**src/hw/rtl/tssm_pkg.sv**
```systemverilog
// Types and constants shared by the two-stack shared-memory block.
// No dependencies; every other file in hw/rtl imports this package.
package tssm_pkg;

    localparam int unsigned DATA_W = 32;

    // Action codes carried in the command transfer
    typedef enum logic [2:0] {
        ACT_PUSH_A = 3'd0,
        ACT_PUSH_B = 3'd1,
        ACT_POP_A  = 3'd2,
        ACT_POP_B  = 3'd3,
        ACT_PEEK_A = 3'd4,
        ACT_PEEK_B = 3'd5
    } t_action;

    // Result status codes
    localparam logic [1:0] ST_OK        = 2'd0;
    localparam logic [1:0] ST_OVERFLOW  = 2'd1;
    localparam logic [1:0] ST_UNDERFLOW = 2'd2;

    // Data returned by a pop on an empty stack
    localparam logic signed [DATA_W-1:0] POP_EMPTY_DATA = -32'sd1;

    typedef struct packed {
        logic [2:0]               action;
        logic signed [DATA_W-1:0] value;
    } t_cmd_in;

    typedef struct packed {
        logic signed [DATA_W-1:0] data;
        logic [1:0]               status;
        logic                     empty_a;
        logic                     empty_b;
    } t_result;

    typedef enum logic [1:0] {
        S_IDLE,
        S_EXEC,
        S_FORM
    } t_state;

    // Controller to datapath commands
    typedef struct packed {
        logic capture;  // latch the incoming command
        logic exec;     // memory access and pointer update
        logic form;     // load the result register
    } t_dp_ctl;

endpackage

```
**src/hw/rtl/two_stacks_shared_memory.sv**
```systemverilog
// Two stacks in one memory of DEPTH words: A grows up from entry 0, B down from DEPTH-1.
// A command transferred in idle goes through the execute state, then the form-result
// state, and its result strobe is registered from the latter. No new command is taken
// until both steps around the single memory port are done (busy covers both).
// Reset (synchronous, active low) empties both stacks and idles the sequencer; memory
// contents are not cleared. Results cannot be held off by the receiver.
module two_stacks_shared_memory #(
    parameter int unsigned DEPTH = 16
) (
    input  logic              i_clk,
    input  logic              i_rst_n,
    input  logic              i_start,
    input  tssm_pkg::t_cmd_in i_cmd,
    output logic              o_busy,
    output logic              o_done,
    output tssm_pkg::t_result o_result
);
    import tssm_pkg::*;

    // Command bundle from the sequencer to the datapath
    t_dp_ctl ctl;

    // Sequencer: a command transfers when i_start is high in the idle state,
    // then an execute state (memory write or read, count update) and a
    // state that loads the result register. o_done pulses for one cycle.
    tssm_ctrl u_ctrl (
        .i_clk   (i_clk),
        .i_rst_n (i_rst_n),
        .i_start (i_start),
        .o_busy  (o_busy),
        .o_done  (o_done),
        .o_ctl   (ctl)
    );

    // Datapath: the shared memory, both counts, overflow/underflow decode
    // and the registered result shown while o_done is high.
    tssm_dp #(
        .DEPTH (DEPTH)
    ) u_dp (
        .i_clk    (i_clk),
        .i_rst_n  (i_rst_n),
        .i_ctl    (ctl),
        .i_cmd    (i_cmd),
        .o_result (o_result)
    );

endmodule

```
**src/hw/rtl/tssm_ctrl.sv**
```systemverilog
// Sequencer for the two-stack block: idle, execute, form result.
// Depends on tssm_pkg.
module tssm_ctrl (
    input  logic              i_clk,
    input  logic              i_rst_n,
    input  logic              i_start,
    output logic              o_busy,
    output logic              o_done,
    output tssm_pkg::t_dp_ctl o_ctl
);
    import tssm_pkg::*;

    t_state r_state, n_state;
    logic   r_done,  n_done;

    always_ff @(posedge i_clk) begin
        if (!i_rst_n) begin
            r_state <= S_IDLE;
            r_done  <= 1'b0;
        end else begin
            r_state <= n_state;
            r_done  <= n_done;
        end
    end

    always_comb begin
        n_state = r_state;
        n_done  = 1'b0;
        o_ctl   = '0;
        o_busy  = 1'b1;
        unique case (r_state)
            S_IDLE: begin
                o_busy = 1'b0;
                if (i_start) begin
                    o_ctl.capture = 1'b1;
                    n_state       = S_EXEC;
                end
            end
            S_EXEC: begin
                o_ctl.exec = 1'b1;
                n_state    = S_FORM;
            end
            S_FORM: begin
                o_ctl.form = 1'b1;
                n_done     = 1'b1;
                n_state    = S_IDLE;
            end
            default: begin
                n_state = S_IDLE;
            end
        endcase
    end

    assign o_done = r_done;

endmodule

```
**src/hw/rtl/tssm_dp.sv**
```systemverilog
// Datapath: shared word memory, the two stack counts and the result register.
// Depends on tssm_pkg; sequenced by tssm_ctrl.
module tssm_dp #(
    parameter int unsigned DEPTH = 16
) (
    input  logic              i_clk,
    input  logic              i_rst_n,
    input  tssm_pkg::t_dp_ctl i_ctl,
    input  tssm_pkg::t_cmd_in i_cmd,
    output tssm_pkg::t_result o_result
);
    import tssm_pkg::*;

    localparam int unsigned AW = $clog2(DEPTH);
    localparam int unsigned CW = $clog2(DEPTH + 1);
    localparam logic [CW:0] DEPTH_W = (CW + 1)'(DEPTH);

    logic signed [DATA_W-1:0] mem [DEPTH];

    logic [2:0]               r_action;
    logic signed [DATA_W-1:0] r_value;
    logic [CW-1:0]            r_cnt_a, n_cnt_a;
    logic [CW-1:0]            r_cnt_b, n_cnt_b;
    logic signed [DATA_W-1:0] r_rd_data;
    logic [1:0]               r_status, n_status;
    logic                     r_use_mem, n_use_mem;
    logic                     r_neg_one, n_neg_one;
    t_result                  r_res;

    logic [CW:0]   sum_cnt;
    logic          full;
    logic [CW:0]   a_next, a_top, b_next, b_top;
    logic [AW-1:0] addr;
    logic          wr_en;

    assign sum_cnt = {1'b0, r_cnt_a} + {1'b0, r_cnt_b};
    assign full    = (sum_cnt >= DEPTH_W);
    assign a_next  = {1'b0, r_cnt_a};
    assign a_top   = {1'b0, r_cnt_a} - (CW + 1)'(1);
    assign b_top   = DEPTH_W - {1'b0, r_cnt_b};
    assign b_next  = b_top - (CW + 1)'(1);

    // Decode of the latched action
    always_comb begin
        n_cnt_a   = r_cnt_a;
        n_cnt_b   = r_cnt_b;
        n_status  = ST_OK;
        n_use_mem = 1'b0;
        n_neg_one = 1'b0;
        wr_en     = 1'b0;
        addr      = a_next[AW-1:0];
        unique case (r_action)
            ACT_PUSH_A: begin
                if (full) begin
                    n_status = ST_OVERFLOW;
                end else begin
                    wr_en   = 1'b1;
                    addr    = a_next[AW-1:0];
                    n_cnt_a = r_cnt_a + CW'(1);
                end
            end
            ACT_PUSH_B: begin
                if (full) begin
                    n_status = ST_OVERFLOW;
                end else begin
                    wr_en   = 1'b1;
                    addr    = b_next[AW-1:0];
                    n_cnt_b = r_cnt_b + CW'(1);
                end
            end
            ACT_POP_A, ACT_PEEK_A: begin
                addr = a_top[AW-1:0];
                if (r_cnt_a == '0) begin
                    n_status  = ST_UNDERFLOW;
                    n_neg_one = (r_action == ACT_POP_A);
                end else begin
                    n_use_mem = 1'b1;
                    if (r_action == ACT_POP_A) begin
                        n_cnt_a = r_cnt_a - CW'(1);
                    end
                end
            end
            ACT_POP_B, ACT_PEEK_B: begin
                addr = b_top[AW-1:0];
                if (r_cnt_b == '0) begin
                    n_status  = ST_UNDERFLOW;
                    n_neg_one = (r_action == ACT_POP_B);
                end else begin
                    n_use_mem = 1'b1;
                    if (r_action == ACT_POP_B) begin
                        n_cnt_b = r_cnt_b - CW'(1);
                    end
                end
            end
            default: begin
            end
        endcase
    end

    // Shared memory: one registered read per execute cycle, plus one write when wr_en is set
    always_ff @(posedge i_clk) begin
        if (i_ctl.exec) begin
            if (wr_en) begin
                mem[addr] <= r_value;
            end
            r_rd_data <= mem[addr];
        end
    end

    always_ff @(posedge i_clk) begin
        if (!i_rst_n) begin
            r_cnt_a <= '0;
            r_cnt_b <= '0;
        end else if (i_ctl.exec) begin
            r_cnt_a <= n_cnt_a;
            r_cnt_b <= n_cnt_b;
        end
    end

    always_ff @(posedge i_clk) begin
        if (i_ctl.capture) begin
            r_action <= i_cmd.action;
            r_value  <= i_cmd.value;
        end
        if (i_ctl.exec) begin
            r_status  <= n_status;
            r_use_mem <= n_use_mem;
            r_neg_one <= n_neg_one;
        end
        if (i_ctl.form) begin
            r_res.data    <= r_use_mem ? r_rd_data :
                             (r_neg_one ? POP_EMPTY_DATA : '0);
            r_res.status  <= r_status;
            r_res.empty_a <= (r_cnt_a == '0);
            r_res.empty_b <= (r_cnt_b == '0);
        end
    end

    assign o_result = r_res;

endmodule

```
**config.mk**
```make
export PLATFORM = sky130hd
export DESIGN_NAME = two_stacks_shared_memory
export DESIGN_NICKNAME = d
export VERILOG_FILES = /design/src/hw/rtl/tssm_pkg.sv /design/src/hw/rtl/two_stacks_shared_memory.sv /design/src/hw/rtl/tssm_ctrl.sv /design/src/hw/rtl/tssm_dp.sv
export SDC_FILE = /design/constraint.sdc
export NUM_CORES = 1
export LEC_CHECK = 0
export ABC_CLOCK_PERIOD_IN_PS = 8000
export BUFFER_PORTS_ARGS = -buffer_cell sky130_fd_sc_hd__buf_2
export CELL_PAD_IN_SITES_DETAIL_PLACEMENT = 1
export CELL_PAD_IN_SITES_GLOBAL_PLACEMENT = 2
export CORE_MARGIN = 5
export CORE_UTILIZATION = 46
export DETAILED_ROUTE_END_ITERATION = 8
export PLACE_DENSITY = 0.77
export SLEW_MARGIN = 20
export SYNTH_ARGS = -nofsm -noshare
export SYNTH_HDL_FRONTEND = slang
export SYNTH_SLANG_ARGS = --single-unit
```
**constraint.sdc**
```tcl
create_clock -name i_clk -period 8 [get_ports i_clk]
set_input_delay 0.4 -clock i_clk [delete_from_list [all_inputs] [get_ports i_clk]]
set_output_delay 0.4 -clock i_clk [all_outputs]
set_load 0.03 [all_outputs]
```
==> results.md <==
- Diode count: 0
- Int Pwr: 5563 uW
- DIE AREA: 58070 sq um
- P&R area growth vs syn: 14.42%
- Pre-antenna DRT Iters: 7
- Min-delay worst type: in -> reg
- Hold path startpoint: i_rst_n
- CTS tree: done
- Non-filler cells, final: 2349
- Worst Path Max Fanout: 102
- CP Launch Type: flop
- Post-synthesis average cell area: 16.27 sq um
- P_sw: 1690 uW
- Mapped Area: 24540 sq um
- Nets: 1673
- Die width: 241.0 microns
- Post-DR wirelength/cell: 25.97 microns
- Root buf cell: clkbuf_16
- Residual overflow from global routing: 0
- IO Pins: 76
- Reg-to-reg setup timing slack: 3.48 ns
- Overall global routing resource usage: 0.2105
- CTS H-Tree Depth: 3
- Via density: 5.888
- Clk buf depth: 3
- Worst reg2reg path endpoint: u_dp.r_rd_data[9]
- Async SR Flop Fraction: 0
- PwrDens: 258.3 nW/um^2
- Max frequency: 221.1 MHz
- HPWL after DPL: 31670 microns
- # setup viols final: 0
- Clock skew: 0.01332 ns
- Mapped Nets: 1562
- WHS Endpoint: u_dp.r_cnt_b[1]
- Launch point of the worst reg-to-reg path: u_dp.r_cnt_a[2]
- Placed Area: 25760 sq um
- Clk_lat worst skew: 0.59 ns
- Crit path required time: 8.31 ns
- Fin worst setup slack: 3.478 ns
- Post-DRT Antenna Nets: 0
- Max Cap Violations: 0
- Clock sinks: 632
- Critical Path AT: 4.84 ns
- Post-route DRC: 0
- Crit-path slowest cell: buf_4
- Num rows: 84
- Setup CP Type: reg -> reg
- Min-Delay Path Depth: 2
- Post-synth EDFFs: 619
- Unique masters post-synth: 55
- Peak supply drop: 0.2154 mV
- First-pass GRT wire length: 91560 microns
- Max-slew violation count: 0
- Main synth FF type: edfxtp_1
- Final worst path period share: 0.5653
- Worst-margin pin slew: 1.193 ns
- Initial Utilization: 0.4661
- Critical path, cell by cell: ha_1 > nand4_1 > a2111oi_0 > o21ai_0 > nand2_4 > buf_4 > a221oi_1 > or4_1
- Worst reg2reg path depth: 8
- Layout cells sized above 1: 0.1349
- Detailed Route Iter0 Violations: 1080
- Yosys warns: 0
- Reg clk slew, reported paths: 0.06 ns
- Routed WL: 61010 microns
- Vias in the first global route: 14315
- Post-synthesis sequential area ratio: 0.7680
- Largest net degree at the start of global routing: 127
- Leakage power: 0.009598 uW
- Core ar.: 52660 sq um
- Status: finished clean
- RSZ-0062 raised after global routing: no
- GP Congestion: 0.8331
- Hold Fails Final Rpt: 0
- Mapped Cells: 1508
- Register share of total power: 0.519
- Post-Route Setup TNS: 0 ns
- Pre-CTS setup slack: 3.513 ns
- Logic pwr share: 0.088
- Clock power share: 0.393
- Most common cell after layout, fill and taps aside: edfxtp_1
- Commonest non-fill, non-tap cells in the layout: edfxtp_1 (619), nand2_1 (204), a21oi_1 (135), mux2i_1 (130), a221oi_1 (124)
- CP max stage delay: 0.95 ns
- Slew headroom: 0.1937
- Fin area: 28080 sq um
- Die height: 241.0 microns
- Tot Pwr: 7253 uW
- Synth Register Bits: 632
- IO Port Bufs: 75
- Initial antenna violation count: 0
- Crit. End Element: flop
- Net Sw Frac: 0.2330
- Fin crit period: 4.522 ns
- CTS Buf Count: 66
- DP Cell Count: 2204
- Via Count: 13830
-- worst max-delay path by stage --
stage / startpoint / endpoint / slack [ns] / depth (start not counted)
5_1_grt: u_dp.r_cnt_b[2] / u_dp.r_rd_data[3] / 3.24 / 8
3_5_place_dp: u_dp.r_cnt_b[0] / u_dp.mem[5][6] / 3.51 / 10
3_3_place_gp: u_dp.r_cnt_b[0] / u_dp.mem[5][6] / 3.69 / 10
6_report: u_dp.r_cnt_a[2] / u_dp.r_rd_data[9] / 3.48 / 8
2_1_floorplan: u_ctrl.r_state[0] / u_dp.mem[12][0] / 1.46 / 3
4_1_cts: u_dp.r_cnt_b[0] / u_dp.mem[5][6] / 3.50 / 10
-- power groups by stage --
stage                     Sequential [uW]  Combinational, uW  Clock [uW]
after floorplan                      3810                434           0
after global placement               3830                613           0
after detailed placement             3830                630           0
after CTS                            3760                646        2920
after global routing                 3770                693        3070
final                                3760                638        2850
-- routing by layer --
metal	vias up	wire length [microns]	GRT usage
met5	-	0	0
li1	6173	-	-
met4	0	1505	0.05967
met1	7187	27390	0.2979
met3	100	2737	0.03280
met2	370	29380	0.3434
-- layout make-up --
class	instances	area [sq um]
clock buffers	84	1793
repair buffers	140	975.9
clock inverters	26	178.9
multi-input cells	767	5379
fillers	4905	24570
well taps	688	860.8
inverters	12	45.04
flip-flops and latches	632	18850
-- Yosys cell counts, types with 2 or more instances --
cell / number / share of area
a21oi_1: 135 / 0.028
inv_1: 12 / 0.0018
buf_6: 4 / 0.0018
nand3_1: 5 / 0.0010
mux4_2: 4 / 0.0037
nor2b_1: 8 / 0.0020
mux2i_1: 130 / 0.053
nor4_1: 10 / 0.0025
edfxtp_1: 619 / 0.76
nor4b_1: 2 / 0.00071
a31oi_1: 2 / 0.00051
xor2_1: 4 / 0.0014
a221oi_1: 124 / 0.044
o21a_1: 2 / 0.00061
buf_2: 41 / 0.0084
a211o_1: 2 / 0.00071
nor3_1: 3 / 0.00061
nor2_1: 17 / 0.0026
dfxtp_1: 13 / 0.011
o211ai_1: 3 / 0.00092
fa_1: 2 / 0.0016
or4_1: 32 / 0.0098
xnor2_1: 10 / 0.0036
nand2b_1: 3 / 0.00076
ha_1: 14 / 0.0071
o21ai_0: 7 / 0.0014
and2_1: 9 / 0.0023
nand2_1: 205 / 0.031
a21boi_0: 2 / 0.00061
clkbuf_1: 51 / 0.0078
a21o_1: 6 / 0.0018
or3_1: 2 / 0.00051
o211a_1: 2 / 0.00082
or2_2: 2 / 0.00051
-- worst max-delay path: cells and delay by family (launching register included) --
family,cells,cell delay [ns]
fa+ha+maj,1,0.35
simple gates,3,1.40
compound gates,3,1.05
flops,1,0.40
buf+inv,1,0.95
-- metrics by stage --
step | hold slack, ns | util
finish | 0.1806 | 0.5333
global route | 0.1710 | 0.5333
CTS | 0.1466 | 0.5333
detailed placement | 0.4071 | 0.4892
global placement | 0.4046 | 0.4889
floorplan | 0.4003 | -
-- registers in the layout, indices dropped and copies added (netlist names) --
name            cells
u_dp.r_cnt_b        5
u_dp.r_neg_one      1
u_ctrl.o_done       1
u_dp.o_result      36
u_dp.r_value       32
u_dp.r_action       3
u_dp.mem          512
u_dp.r_cnt_a        5
u_dp.r_use_mem      1
u_ctrl.r_state      2
u_dp.r_status       2
u_dp.r_rd_data     32
-- logic make-up after synthesis --
| logic type | after synthesis | share of synthesized area |
|---|---|---|
| buffers and inverters | 109 | 0.01999 |
| DFF | 632 | 0.7680 |
| muxes | 134 | 0.05669 |
| xor gates and xnor gates | 14 | 0.004996 |
| adders and majority gates | 16 | 0.008769 |
| AOI/OAI and AO/OA | 300 | 0.08504 |
| and+or+nand+nor | 303 | 0.05649 |
-- timing repair --
| action | CTS | global route |
|---|---|---|
| gates resized for setup | 0 | 0 |
| buffers inserted | 0 | 0 |
| endpoints found under the hold margin | 35 | 0 |
| hold buffers | 35 | 0 |
No activity file was read; power rests on OpenSTA's default activity.
